<file path="src/hdl/twc_pkg.sv">
`default_nettype none
// ----------------------------------------------------------------------------
// twc_pkg
// Shared constants, codes and types of the textured wall column block.
// ----------------------------------------------------------------------------
package twc_pkg;

    // texture store geometry
    localparam int TEX_SIZE    = 64;
    localparam int TEX_B       = $clog2(TEX_SIZE);
    localparam int NUM_FACES   = 4;
    localparam int FACE_W      = 2;
    localparam int FRAC_BITS   = 16;
    localparam int STORE_DEPTH = NUM_FACES * TEX_SIZE * TEX_SIZE;
    localparam int STORE_AW    = $clog2(STORE_DEPTH);

    // field widths
    localparam int KIND_W  = 2;
    localparam int SIGNS_W = 2;
    localparam int POS_IW  = 24;
    localparam int DIR_W   = 18;
    localparam int DIST_W  = 24;
    localparam int LH_W    = 16;
    localparam int ROW_W   = 12;
    localparam int ADDR_W  = 14;
    localparam int COLOR_W = 32;
    localparam int SH_W    = 12;

    localparam logic [SH_W-1:0] SH_RESET = 12'd480;

    // column arithmetic
    localparam int POS_W   = 40;
    localparam int STEP_W  = 24;
    localparam int START_W = 18;
    localparam logic [STEP_W-1:0] STEP_MAX = {STEP_W{1'b1}};
    localparam logic [COLOR_W-1:0] DARK_MASK = 32'd8355711;

    // hit product, wide enough for the fraction bits of the hit point
    localparam int P_W = (2 * FRAC_BITS > DIST_W + DIR_W + 1) ?
                         2 * FRAC_BITS : DIST_W + DIR_W + 1;

    // step divider: (TEX_SIZE << FRAC_BITS) / line_height, one bit a cycle
    localparam int QW    = FRAC_BITS + TEX_B + 1;
    localparam int CNT_W = $clog2(QW);
    localparam int QCW   = (QW > STEP_W) ? QW : STEP_W;
    localparam logic [QW-1:0] DIV_NUM = QW'(TEX_SIZE) << FRAC_BITS;

    // command queue
    localparam int QUEUE_DEPTH = 4;
    localparam int QPTR_W      = $clog2(QUEUE_DEPTH);

    // item kinds
    localparam logic [KIND_W-1:0] K_TEXEL  = 2'd0;
    localparam logic [KIND_W-1:0] K_COLUMN = 2'd1;
    localparam logic [KIND_W-1:0] K_PIXEL  = 2'd2;
    localparam logic [KIND_W-1:0] K_NONE   = 2'd3;

    // texture faces
    localparam logic [FACE_W-1:0] FACE_NORTH = 2'd0;
    localparam logic [FACE_W-1:0] FACE_SOUTH = 2'd1;
    localparam logic [FACE_W-1:0] FACE_WEST  = 2'd2;
    localparam logic [FACE_W-1:0] FACE_EAST  = 2'd3;

    // classified command passed from front to back
    typedef struct packed {
        logic [KIND_W-1:0]        kind;
        logic [FACE_W-1:0]        face;
        logic                     dark;
        logic                     mirror;
        logic [FRAC_BITS-1:0]     pos_frac;
        logic signed [DIR_W-1:0]  dir;
        logic [DIST_W-1:0]        wall_dist;
        logic [LH_W-1:0]          line_height;
        logic signed [START_W-1:0] start_row;
        logic [ADDR_W-1:0]        texel_addr;
        logic [COLOR_W-1:0]       texel_color;
    } t_cmd;

    // queue status seen by both sides
    typedef struct packed {
        logic full;
        logic empty;
    } t_q_status;

endpackage
`default_nettype wire

</file>
<file path="src/hdl/twc_queue.sv">
`default_nettype none
// ----------------------------------------------------------------------------
// twc_queue
// Short command queue that decouples the front from the back.
// ----------------------------------------------------------------------------
module twc_queue
    import twc_pkg::*;
(
    input  wire logic  i_clk,
    input  wire logic  i_rst_n,
    input  wire logic  i_push,
    input  t_cmd       i_cmd,
    input  wire logic  i_pop,
    output t_cmd       o_head,
    output t_q_status  o_status
);

    t_cmd              r_entry [QUEUE_DEPTH];
    logic [QPTR_W-1:0] r_wr_ptr, n_wr_ptr;
    logic [QPTR_W-1:0] r_rd_ptr, n_rd_ptr;
    logic [QPTR_W:0]   r_count,  n_count;
    logic              push_ok, pop_ok;

    assign o_status.full  = (r_count == (QPTR_W+1)'(QUEUE_DEPTH));
    assign o_status.empty = (r_count == '0);
    assign push_ok        = i_push && !o_status.full;
    assign pop_ok         = i_pop && !o_status.empty;
    assign o_head         = r_entry[r_rd_ptr];

    // pointer and count update
    always_comb begin
        n_wr_ptr = push_ok ? r_wr_ptr + 1'b1 : r_wr_ptr;
        n_rd_ptr = pop_ok  ? r_rd_ptr + 1'b1 : r_rd_ptr;
        n_count  = r_count;
        if (push_ok && !pop_ok) begin
            n_count = r_count + 1'b1;
        end else if (pop_ok && !push_ok) begin
            n_count = r_count - 1'b1;
        end
    end

    always_ff @(posedge i_clk) begin
        if (!i_rst_n) begin
            r_wr_ptr <= '0;
            r_rd_ptr <= '0;
            r_count  <= '0;
        end else begin
            r_wr_ptr <= n_wr_ptr;
            r_rd_ptr <= n_rd_ptr;
            r_count  <= n_count;
        end
    end

    // entry storage
    always_ff @(posedge i_clk) begin
        if (push_ok) begin
            r_entry[r_wr_ptr] <= i_cmd;
        end
    end

endmodule
`default_nettype wire

</file>
<file path="config.mk">
export PLATFORM = sky130hd
export DESIGN_NAME = twc_queue
export DESIGN_NICKNAME = d
export VERILOG_FILES = /design/src/hdl/twc_pkg.sv /design/src/hdl/twc_queue.sv
export SDC_FILE = /design/constraint.sdc
export NUM_CORES = 1
export LEC_CHECK = 0
export BUFFER_PORTS_ARGS = -buffer_cell sky130_fd_sc_hd__buf_2
export CAP_MARGIN = 0
export CORE_ASPECT_RATIO = 1.2
export CORE_UTILIZATION = 35
export DETAILED_ROUTE_END_ITERATION = 6
export GPL_TIMING_DRIVEN = 0
export SLEW_MARGIN = 40
export SYNTH_ARGS = -nofsm -noshare
export SYNTH_HDL_FRONTEND = slang
export SYNTH_SLANG_ARGS = --single-unit
export TNS_END_PERCENT = 100
</file>
<file path="constraint.sdc">
create_clock -name i_clk -period 6.3 [get_ports i_clk]
set_clock_uncertainty 0.15 [all_clocks]
set_input_delay 0.315 -clock i_clk [delete_from_list [all_inputs] [get_ports i_clk]]
set_output_delay 0.315 -clock i_clk [all_outputs]
set_load 0.01 [all_outputs]
</file>
==> results_dict.tcl <==
set metrics [dict create \
    multi_input_area_mm2 0.003526 \
    dieHeight_um 271.7 \
    synth-edff-count 576 \
    clock_sinks 585 \
    cts_setup_buffers 0 \
    ioPinCount 294 \
    firstDrtPassIters 4 \
    post_drt_wl_per_cell_um 20.26 \
    relSlewSlack 0.4917 \
    htreeDepth 2 \
    final_nets 1470 \
    core-area_mm2 0.05971 \
    antenna_cells 0 \
    ys_seq_area_frac 0.8238 \
    cp-end-kind "primary output" \
    path_cells "buf_2 -> buf_2 -> buf_2 -> mux4_2 -> buf_2" \
    ys_warn_count 0 \
    initial_utilization 0.3553 \
    p_leak_uw 0.009250 \
    vias_per_cell 4.677 \
    ff2ff_setup_slack_ns 3.57 \
    cts_buffers 57 \
    netSwitchingFraction 0.2646 \
    drv_slew 0 \
    fp.dieArea_mm2 0.06161 \
    ir_worst_vdd_uv 251.9 \
    drive_above_1_share 0.4186 \
    groute.usage.overall 0.1437 \
    post_cts_resized 0 \
    wl_um 43840 \
    num_vias 10120 \
    critical_path.max_fanout 10 \
    grt_first_pass_wirelength_um 66630 \
    grt_max_degree 32 \
    min_path_type "in2reg" \
    netSwitchingPower_uw 2879 \
    synth_area_mm2 0.02122 \
    async_flop_share 0 \
    tightest_slew_ns 0.7625 \
    final-setup-viol-count 0 \
    finalPower_uw 10880 \
    combPwrFrac 0.238 \
    powerDensity_mw_per_mm2 396.0 \
    rr_startpoint "r_count[0]$_SDFFE_PN0P_" \
    die_x_um 226.8 \
    synthFlopType "edfxtp_1" \
    fin_crit_ns 2.987 \
    syn2layout_area_growth_pct 29.54 \
    place.gp.congestion 0.6897 \
    r2r_cells 7 \
    final.setup.tns_ns 0 \
    drc_errors 0 \
    syn_inst 800 \
    dp.final_hpwl_um 27690 \
    max_stage_delay_ns 0.38 \
    portBuffers 292 \
    ys_ff_latch 585 \
    max-cap-violations 0 \
    seqPwrFrac 0.441 \
    min_from "i_pop" \
    min_path_cells 4 \
    rsz0062_at_grt "false" \
    ant_nets 0 \
    final_common_cell "edfxtp_1" \
    final.fill_count 5070 \
    crit_type "reg2out" \
    crit_required_ns 5.83 \
    worst_r2r_endpoint "r_entry[3][101]$_DFFE_PP_" \
    root_buffer "clkbuf_16" \
    max_freq_mhz 334.8 \
    rows 98 \
    drtIter0Drc 489 \
    fin_crit_sh 0.4742 \
    syn_area_per_cell_um2 26.52 \
    status "complete, no violations" \
    ys_types 24 \
    grt_pass1_vias 11410 \
    worst_hold_slack_ns 0.04965 \
    layout_common_cells "576 x edfxtp_1, 308 x buf_2, 145 x dlygate4sd3_1, 144 x mux4_2, 57 x clkbuf_16" \
    clkPwrFrac 0.321 \
    antenna_found_initial 2 \
    grt-ovfl-total 0 \
    critPathMostFrequentCell "buf_2" \
    worst_ep_arrival_time_ns 2.52 \
    internal_power_uw 8005 \
    regArea_mm2 0.01748 \
    worstSetupStartpointType "register" \
    slowest_stage "buf_2" \
    cts_tree "built" \
    clk_latency_ns 0.60 \
    cts_max_path_buffers 3 \
    synth_nets 954 \
    path_clk_slew_ns 0.06 \
    finalHoldViolCount 0 \
]
## through the flow
step | cell area (um2) | util | std cells | setup slack (ns)
2_1_floorplan | 21220 | - | 800 | 1.396
3_3_place_gp | 23680 | 0.3965 | 1892 | -1.847
3_5_place_dp | 24100 | 0.4035 | 1912 | 3.507
4_1_cts | 27480 | 0.4602 | 2164 | 3.188
5_1_grt | 27480 | 0.4602 | 2164 | 3.182
6_report | 27480 | 0.4602 | 2164 | 3.313
## worst max path at each step
stage	slack [ns]	to	startpoint	cells past startpoint
final	3.31	o_head[78]	register	5
after global routing	3.18	o_head[92]	register	5
after CTS	3.19	o_head[92]	register	5
after detailed placement	3.51	r_entry[3][127]$_DFFE_PP_	r_count[0]$_SDFFE_PN0P_	7
after global placement	-1.85	r_entry[2][118]$_DFFE_PP_	r_count[0]$_SDFFE_PN0P_	4
after floorplan	1.40	r_entry[0][0]$_DFFE_PP_	r_count[0]$_SDFFE_PN0P_	4
## cell families after synthesis
family	share of synthesized area
AND/OR/NAND/NOR	0.004541
multiplexers	0.1543
AO/OA/AOI/OAI	0.001357
XOR/XNOR	0.001652
buffers and inverters	0.01050
flip-flops	0.8238
adder cells (fa/ha/maj)	0.003892
## metal layers
| layer | up-vias | wire, um | GRT usage |
|---|---|---|---|
| met5 | - | 29 | 0 |
| met4 | 4 | 1366 | 0.05174 |
| met3 | 83 | 2642 | 0.03897 |
| met2 | 249 | 22050 | 0.2464 |
| met1 | 5287 | 17750 | 0.1726 |
| li1 | 4499 | - | - |
## critical path: cells and delay by family, from the launching register on
family | cells | cell delay [ns]
buffers and inverters | 4 | 1.26
flip-flops | 1 | 0.30
multiplexers | 1 | 0.35
## area by class of cell
type,count,area share
plain buffers,34,0.007694
multi-input cells,178,0.1283
flip-flops and latches,585,0.6359
repair buffers,457,0.1208
clock buffers,65,0.05299
well taps,800,0.03642
clock inverters,42,0.01744
inverters,3,0.0004097
## flip-flops by register name (all words and copies together) (netlist names), named ones only
signal / flops
r_wr_ptr: 2
r_count: 3
r_entry: 576
r_rd_ptr: 2
## synth_stat cells, types with 2 or more instances
library cell / number / share of area
clkbuf_1: 7 / 0.0012
ha_1: 5 / 0.0029
buf_1: 2 / 0.00035
mux2i_1: 3 / 0.0014
buf_2: 16 / 0.0038
and2_1: 8 / 0.0024
nor2b_1: 2 / 0.00059
edfxtp_1: 576 / 0.82
mux4_2: 144 / 0.15
buf_6: 8 / 0.0042
xnor2_1: 3 / 0.0012
inv_1: 3 / 0.00053
nand2_1: 4 / 0.00071
dfxtp_1: 9 / 0.0085
## power by group through the flow
stage               sequential (uW)  combinational [uW]  clock, uW
floorplan                      4920                1550          0
global placement               4990                2490          0
detailed placement             4890                2590          0
CTS                            4810                2680       3600
global route                   4830                2800       3730
finish                         4800                2590       3490
## what timing repair did
| item | in CTS | in global routing |
|---|---|---|
| hold endpoints to repair | 585 | 0 |
| hold buffers | 145 | 0 |
| setup endpoints to repair | 0 | 0 |
No activity file was read; power rests on OpenSTA's default activity.
