`config.mk`:
```
export PLATFORM = sky130hd
export DESIGN_NAME = twc_front_flat
export DESIGN_NICKNAME = d
export VERILOG_FILES = /design/src/hdl/twc_pkg.sv /design/src/hdl/twc_if.sv /design/src/hdl/twc_front.sv /design/src/flat_wrapper.sv
export SDC_FILE = /design/constraint.sdc
export NUM_CORES = 1
export LEC_CHECK = 0
export BUFFER_PORTS_ARGS = -buffer_cell sky130_fd_sc_hd__clkbuf_2
export CAP_MARGIN = 20
export CELL_PAD_IN_SITES_DETAIL_PLACEMENT = 1
export CELL_PAD_IN_SITES_GLOBAL_PLACEMENT = 2
export CORE_UTILIZATION = 15
export CTS_CLUSTER_SIZE = 8
export DETAILED_ROUTE_END_ITERATION = 6
export PLACE_DENSITY = 0.83
export SETUP_SLACK_MARGIN = 0.4
export SYNTH_ARGS = -nofsm -noshare
export SYNTH_HDL_FRONTEND = slang
export SYNTH_SLANG_ARGS = --single-unit
export TNS_END_PERCENT = 50
```
`constraint.sdc`:
```
create_clock -name i_clk -period 6.41 [get_ports i_clk]
set_input_delay 0.3205 -clock i_clk [delete_from_list [all_inputs] [get_ports i_clk]]
set_output_delay 0.3205 -clock i_clk [all_outputs]
set_load 0.01 [all_outputs]
```
`src/hdl/twc_pkg.sv`:
```
`default_nettype none
// ----------------------------------------------------------------------------
// twc_pkg
// Shared constants, codes and types of the textured wall column block.
// ----------------------------------------------------------------------------
package twc_pkg;

    // texture store geometry
    localparam int TEX_SIZE    = 64;
    localparam int TEX_B       = $clog2(TEX_SIZE);
    localparam int NUM_FACES   = 4;
    localparam int FACE_W      = 2;
    localparam int FRAC_BITS   = 16;
    localparam int STORE_DEPTH = NUM_FACES * TEX_SIZE * TEX_SIZE;
    localparam int STORE_AW    = $clog2(STORE_DEPTH);

    // field widths
    localparam int KIND_W  = 2;
    localparam int SIGNS_W = 2;
    localparam int POS_IW  = 24;
    localparam int DIR_W   = 18;
    localparam int DIST_W  = 24;
    localparam int LH_W    = 16;
    localparam int ROW_W   = 12;
    localparam int ADDR_W  = 14;
    localparam int COLOR_W = 32;
    localparam int SH_W    = 12;

    localparam logic [SH_W-1:0] SH_RESET = 12'd480;

    // column arithmetic
    localparam int POS_W   = 40;
    localparam int STEP_W  = 24;
    localparam int START_W = 18;
    localparam logic [STEP_W-1:0] STEP_MAX = {STEP_W{1'b1}};
    localparam logic [COLOR_W-1:0] DARK_MASK = 32'd8355711;

    // hit product, wide enough for the fraction bits of the hit point
    localparam int P_W = (2 * FRAC_BITS > DIST_W + DIR_W + 1) ?
                         2 * FRAC_BITS : DIST_W + DIR_W + 1;

    // step divider: (TEX_SIZE << FRAC_BITS) / line_height, one bit a cycle
    localparam int QW    = FRAC_BITS + TEX_B + 1;
    localparam int CNT_W = $clog2(QW);
    localparam int QCW   = (QW > STEP_W) ? QW : STEP_W;
    localparam logic [QW-1:0] DIV_NUM = QW'(TEX_SIZE) << FRAC_BITS;

    // command queue
    localparam int QUEUE_DEPTH = 4;
    localparam int QPTR_W      = $clog2(QUEUE_DEPTH);

    // item kinds
    localparam logic [KIND_W-1:0] K_TEXEL  = 2'd0;
    localparam logic [KIND_W-1:0] K_COLUMN = 2'd1;
    localparam logic [KIND_W-1:0] K_PIXEL  = 2'd2;
    localparam logic [KIND_W-1:0] K_NONE   = 2'd3;

    // texture faces
    localparam logic [FACE_W-1:0] FACE_NORTH = 2'd0;
    localparam logic [FACE_W-1:0] FACE_SOUTH = 2'd1;
    localparam logic [FACE_W-1:0] FACE_WEST  = 2'd2;
    localparam logic [FACE_W-1:0] FACE_EAST  = 2'd3;

    // classified command passed from front to back
    typedef struct packed {
        logic [KIND_W-1:0]        kind;
        logic [FACE_W-1:0]        face;
        logic                     dark;
        logic                     mirror;
        logic [FRAC_BITS-1:0]     pos_frac;
        logic signed [DIR_W-1:0]  dir;
        logic [DIST_W-1:0]        wall_dist;
        logic [LH_W-1:0]          line_height;
        logic signed [START_W-1:0] start_row;
        logic [ADDR_W-1:0]        texel_addr;
        logic [COLOR_W-1:0]       texel_color;
    } t_cmd;

    // queue status seen by both sides
    typedef struct packed {
        logic full;
        logic empty;
    } t_q_status;

endpackage
`default_nettype wire

```
`src/hdl/twc_if.sv`:
```
`default_nettype none
// ----------------------------------------------------------------------------
// twc_if
// Channel interfaces: input items, result items and configuration writes.
// ----------------------------------------------------------------------------
interface twc_in_if;
    import twc_pkg::*;
    logic                     valid;
    logic                     ready;
    logic [KIND_W-1:0]        kind;
    logic                     side;
    logic [SIGNS_W-1:0]       step_signs;
    logic [POS_IW-1:0]        pos_x;
    logic [POS_IW-1:0]        pos_y;
    logic signed [DIR_W-1:0]  ray_dir_x;
    logic signed [DIR_W-1:0]  ray_dir_y;
    logic [DIST_W-1:0]        wall_dist;
    logic [LH_W-1:0]          line_height;
    logic [ROW_W-1:0]         draw_start;
    logic [ADDR_W-1:0]        texel_addr;
    logic [COLOR_W-1:0]       texel_color;

    modport source (output valid, kind, side, step_signs, pos_x, pos_y, ray_dir_x,
                    ray_dir_y, wall_dist, line_height, draw_start, texel_addr,
                    texel_color, input ready);
    modport sink   (input valid, kind, side, step_signs, pos_x, pos_y, ray_dir_x,
                    ray_dir_y, wall_dist, line_height, draw_start, texel_addr,
                    texel_color, output ready);
endinterface


interface twc_cfg_if;
    import twc_pkg::*;
    logic            valid;
    logic            ready;
    logic [SH_W-1:0] screen_height;

    modport source (output valid, screen_height, input ready);
    modport sink   (input valid, screen_height, output ready);
endinterface
`default_nettype wire

```
`src/hdl/twc_front.sv`:
```
`default_nettype none
// ----------------------------------------------------------------------------
// twc_front
// Accepts input transactions, holds screen_height and classifies each item
// into a queue command (face, mirror, hit operands, start row).
// ----------------------------------------------------------------------------
module twc_front
    import twc_pkg::*;
(
    input  wire logic  i_clk,
    input  wire logic  i_rst_n,
    twc_in_if.sink     i_in,
    twc_cfg_if.sink    i_cfg,
    input  t_q_status  i_q_status,
    output logic       o_push,
    output t_cmd       o_cmd
);

    logic [SH_W-1:0] r_screen_height;

    // configuration register, always ready
    assign i_cfg.ready = 1'b1;

    always_ff @(posedge i_clk) begin
        if (!i_rst_n) begin
            r_screen_height <= SH_RESET;
        end else if (i_cfg.valid) begin
            r_screen_height <= i_cfg.screen_height;
        end
    end

    // accept while the queue has room; unknown kinds are dropped here
    assign i_in.ready = !i_q_status.full;
    assign o_push     = i_in.valid && !i_q_status.full && (i_in.kind != K_NONE);

    // classification
    always_comb begin
        o_cmd             = '0;
        o_cmd.kind        = i_in.kind;
        o_cmd.dark        = i_in.side;
        if (i_in.side) begin
            o_cmd.face     = i_in.step_signs[1] ? FACE_SOUTH : FACE_NORTH;
            o_cmd.pos_frac = i_in.pos_x[FRAC_BITS-1:0];
            o_cmd.dir      = i_in.ray_dir_x;
            o_cmd.mirror   = i_in.ray_dir_y[DIR_W-1];
        end else begin
            o_cmd.face     = i_in.step_signs[0] ? FACE_EAST : FACE_WEST;
            o_cmd.pos_frac = i_in.pos_y[FRAC_BITS-1:0];
            o_cmd.dir      = i_in.ray_dir_y;
            o_cmd.mirror   = !i_in.ray_dir_x[DIR_W-1] && (i_in.ray_dir_x != '0);
        end
        o_cmd.wall_dist   = i_in.wall_dist;
        o_cmd.line_height = i_in.line_height;
        // centred start row: draw_start - screen_height/2 + line_height/2
        o_cmd.start_row   = $signed({(START_W-ROW_W)'(0), i_in.draw_start})
                          - $signed({(START_W-SH_W+1)'(0), r_screen_height[SH_W-1:1]})
                          + $signed({(START_W-LH_W+1)'(0), i_in.line_height[LH_W-1:1]});
        o_cmd.texel_addr  = i_in.texel_addr;
        o_cmd.texel_color = i_in.texel_color;
    end

endmodule
`default_nettype wire

```
`src/flat_wrapper.sv`:
```
// flat-port wrapper written by rule: the top's interface ports become plain ports
module twc_front_flat import twc_pkg::*;
  (i_clk, i_rst_n, i_q_status, o_push, o_cmd, i_in_valid, i_in_kind, i_in_side, i_in_step_signs, i_in_pos_x, i_in_pos_y, i_in_ray_dir_x, i_in_ray_dir_y, i_in_wall_dist, i_in_line_height, i_in_draw_start, i_in_texel_addr, i_in_texel_color, i_in_ready, i_cfg_valid, i_cfg_screen_height, i_cfg_ready);
  twc_in_if i_in_i ();
  twc_cfg_if i_cfg_i ();
  input  wire logic i_clk;
  input  wire logic i_rst_n;
  input  t_q_status i_q_status;
  output logic o_push;
  output t_cmd o_cmd;
  input wire logic [$bits(i_in_i.valid)-1:0] i_in_valid;
  input wire logic [$bits(i_in_i.kind)-1:0] i_in_kind;
  input wire logic [$bits(i_in_i.side)-1:0] i_in_side;
  input wire logic [$bits(i_in_i.step_signs)-1:0] i_in_step_signs;
  input wire logic [$bits(i_in_i.pos_x)-1:0] i_in_pos_x;
  input wire logic [$bits(i_in_i.pos_y)-1:0] i_in_pos_y;
  input wire logic [$bits(i_in_i.ray_dir_x)-1:0] i_in_ray_dir_x;
  input wire logic [$bits(i_in_i.ray_dir_y)-1:0] i_in_ray_dir_y;
  input wire logic [$bits(i_in_i.wall_dist)-1:0] i_in_wall_dist;
  input wire logic [$bits(i_in_i.line_height)-1:0] i_in_line_height;
  input wire logic [$bits(i_in_i.draw_start)-1:0] i_in_draw_start;
  input wire logic [$bits(i_in_i.texel_addr)-1:0] i_in_texel_addr;
  input wire logic [$bits(i_in_i.texel_color)-1:0] i_in_texel_color;
  output wire logic [$bits(i_in_i.ready)-1:0] i_in_ready;
  input wire logic [$bits(i_cfg_i.valid)-1:0] i_cfg_valid;
  input wire logic [$bits(i_cfg_i.screen_height)-1:0] i_cfg_screen_height;
  output wire logic [$bits(i_cfg_i.ready)-1:0] i_cfg_ready;
  assign i_in_i.valid = i_in_valid;
  assign i_in_i.kind = i_in_kind;
  assign i_in_i.side = i_in_side;
  assign i_in_i.step_signs = i_in_step_signs;
  assign i_in_i.pos_x = i_in_pos_x;
  assign i_in_i.pos_y = i_in_pos_y;
  assign i_in_i.ray_dir_x = i_in_ray_dir_x;
  assign i_in_i.ray_dir_y = i_in_ray_dir_y;
  assign i_in_i.wall_dist = i_in_wall_dist;
  assign i_in_i.line_height = i_in_line_height;
  assign i_in_i.draw_start = i_in_draw_start;
  assign i_in_i.texel_addr = i_in_texel_addr;
  assign i_in_i.texel_color = i_in_texel_color;
  assign i_in_ready = i_in_i.ready;
  assign i_cfg_i.valid = i_cfg_valid;
  assign i_cfg_i.screen_height = i_cfg_screen_height;
  assign i_cfg_ready = i_cfg_i.ready;
  twc_front u_core (.i_clk(i_clk), .i_rst_n(i_rst_n), .i_in(i_in_i), .i_cfg(i_cfg_i), .i_q_status(i_q_status), .o_push(o_push), .o_cmd(o_cmd));
endmodule
```
==> flow_metrics.tcl <==
set metrics [dict create \
    utilization_pct 18.7 \
    netlist_instances 345 \
    startpoint "u_core.r_screen_height[3]" \
    syn_avg_cell_area_sq_um 7.96 \
    hold_violations 0 \
    nets 677 \
    cp.required_ns 6.09 \
    clkLatencyLatePin_ns 0.24 \
    max_stage_delay_ns 0.43 \
    grt_usage_pct 10.0 \
    power_leakage_nw 1.76 \
    cts_setup_buffers 0 \
    power_w 0.000608 \
    clock_sinks 11 \
    slew_headroom_pct 40.0 \
    whs_path_depth 3 \
    dp_hpwl_um 9650 \
    end_kind "primary output" \
    drv_slew 0 \
    start_util_pct 15.3 \
    setup_viol 0 \
    drc_errors 0 \
    powerDensity_nw_per_um2 181 \
    cts_tree "done" \
    antennaDiodeCount 0 \
    drt-wirelength-per-cell_um 15.4 \
    synth_top_cell_area_share_pct 24.6 \
    cp_max_fo 5 \
    clk_pin_slew_worst_paths_ns 0.04 \
    async_reset_ff_share_pct 0 \
    startpoint_type "register" \
    holdPathEnd "u_core.r_screen_height[5]" \
    numCtsBuffers 3 \
    core.rowCount 49 \
    die_area_sq_um 18900 \
    reg_top3 "u_core.r_screen_height: 11 flops" \
    htree_levels 1 \
    vias_per_cell 3.97 \
    synth_nets 579 \
    synth_cell_type_count 41 \
    io_buffers 190 \
    worstPathArrival_ns 3.93 \
    crit_chain "inv_1, ha_1, nor2b_1, o31a_1, or2_2, o21ai_0, nand2_1, xor2_1, ha_1, a21oi_1, o21ai_0, a31oi_1, nor2_1, o41a_1, xnor2_1, clkbuf_2" \
    io_pins 352 \
    period_needed_ns 4.25 \
    ys_ff_latch 11 \
    worst_path_max_delay_cell "o41a_1" \
    peakVddDrop_mv 0.257 \
    reg2reg_depth 2 \
    outcome "finished, final reports clean" \
    postRouteAntennaNets 0 \
    rr_startpoint "u_core.r_screen_height[2]" \
    fill_cells 2244 \
    synth-main-ff-cell "dfxtp_1" \
    antenna_found_initial 0 \
    drv_cap 0 \
    drive_above_1_share_pct 52.7 \
    grt_max_degree 40 \
    synth_edf_count 0 \
    hp-start "i_cfg_screen_height[5]" \
    regArea_sq_um 220 \
    worstHoldPathType "primary input to register" \
    max_freq_ghz 0.235 \
    routed_wl_um 10400 \
    die-height_um 137 \
    stdcell_count 671 \
    multi_input_area_sq_um 1740 \
    tightest_slew_ns 0.901 \
    yosysSeqAreaShare_pct 8.01 \
    post-route-period-util_pct 66.4 \
    grt_pass1_vias 2529 \
    grt.overflow.total 0 \
    grt_pass1_wl_um 13900 \
    num_vias 2662 \
    netlist_area_sq_um 2750 \
    cts_resized 0 \
    place_inst 667 \
    critPathKind "register to primary output" \
    die_x_um 137 \
    root_buffer "clkbuf_16" \
    ff2ff_setup_slack_ns 5.77 \
    core_sq_um 18000 \
    holdBufCountCts 0 \
    worstReg2RegEnd "u_core.r_screen_height[2]" \
    place.gp.congestion 0.720 \
    fin_worst_skew_ns 0 \
    detail_route.iter0.violations 29 \
    area_growth_pct 22.4 \
    clk_path_buf_depth 2 \
    synth_area_leaders "buf_4, mux2_2, ha_1, dfxtp_1, xnor2_1" \
    drt_first_pass_iters 4 \
    synth_area_leader_cell "buf_4" \
    fin_tns_setup_ns 0 \
    rsz0062_at_grt "no" \
    largest_reg_flops 11 \
    ys_warn_count 0 \
    regMostFlops "u_core.r_screen_height" \
]
==> kinds of logic after synthesis <==
kind of cell    synth area share, %
mux                            16.9
fa+ha+maj                      13.8
simple gates                   10.6
other cells                   0.136
buf+inv                        28.6
compound gates                 15.3
flops                          8.01
xor+xnor                       6.69
==> placed cells by master (no fill, tap or decap), types with 7 or more instances in the layout <==
cell type,count
a21oi_1,21
clkbuf_2,190
dfxtp_1,11
ha_1,27
inv_1,22
mux2_2,35
mux2i_1,7
nand2_1,14
nor2_1,14
nor2b_1,10
o21ai_0,9
xnor2_1,14
xor2_1,7
==> metal layers <==
metal  wire, um  global-route usage [%]  vias up
met4         50                    1.59        0
met1       3230                    8.58     1204
met3        937                    1.99        6
met2       6130                    22.9      157
li1           -                       -     1295
met5          0                       0        -
==> how the worst max path moves through the flow <==
stage                      to  slack (ns)  depth (start not counted)
floorplan           o_cmd[61]        2.93                         15
global placement    o_cmd[61]        2.30                         16
detailed placement  o_cmd[61]        2.25                         18
CTS                 o_cmd[61]        2.04                         16
global route        o_cmd[61]        1.74                         16
finish              o_cmd[61]        2.16                         16
==> metrics by stage <==
stage / hold slack (ns) / instance area (sq um) / worst slack (ns)
2_1_floorplan: 0.449 / 2750 / 2.93
3_3_place_gp: 0.472 / 3280 / 2.30
3_5_place_dp: 0.479 / 3280 / 2.25
4_1_cts: 0.297 / 3360 / 2.04
5_1_grt: 0.318 / 3360 / 1.74
6_report: 0.300 / 3360 / 2.16
==> cell usage after synthesis, drive strengths merged, types with 7 or more instances <==
master and count:
nor2 14, inv 22, xnor2 14, mux2i 7, mux2 35, nor2b 10, dfxtp 11, xor2 7
nand2 14, a21oi 21, o21ai 9, ha 27, buf 92
==> critical path, delay by kind of cell (launching register included) <==
| family | cells | cell delay (ns) |
|---|---|---|
| flops | 1 | 0.33 |
| compound gates | 6 | 1.51 |
| fa+ha+maj | 2 | 0.68 |
| simple gates | 4 | 0.66 |
| xor+xnor | 2 | 0.31 |
| buf+inv | 2 | 0.20 |
==> power breakdown <==
| group | total [W] | switching (W) | internal, W |
|---|---|---|---|
| Clock | 0.000114 | 0.0000307 | 0.0000835 |
| Sequential | 0.0000750 | 0.00000197 | 0.0000731 |
| Combinational | 0.000419 | 0.000229 | 0.000190 |
==> area by class of cell <==
cell class              count  share of cell area (%)
well taps                 229                    8.52
flip-flops and latches     11                    6.55
repair buffers            190                    28.3
inverters                  22                    2.46
multi-input cells         215                    51.8
clock buffers               4                    2.34
(Power assumes the default switching activity.)
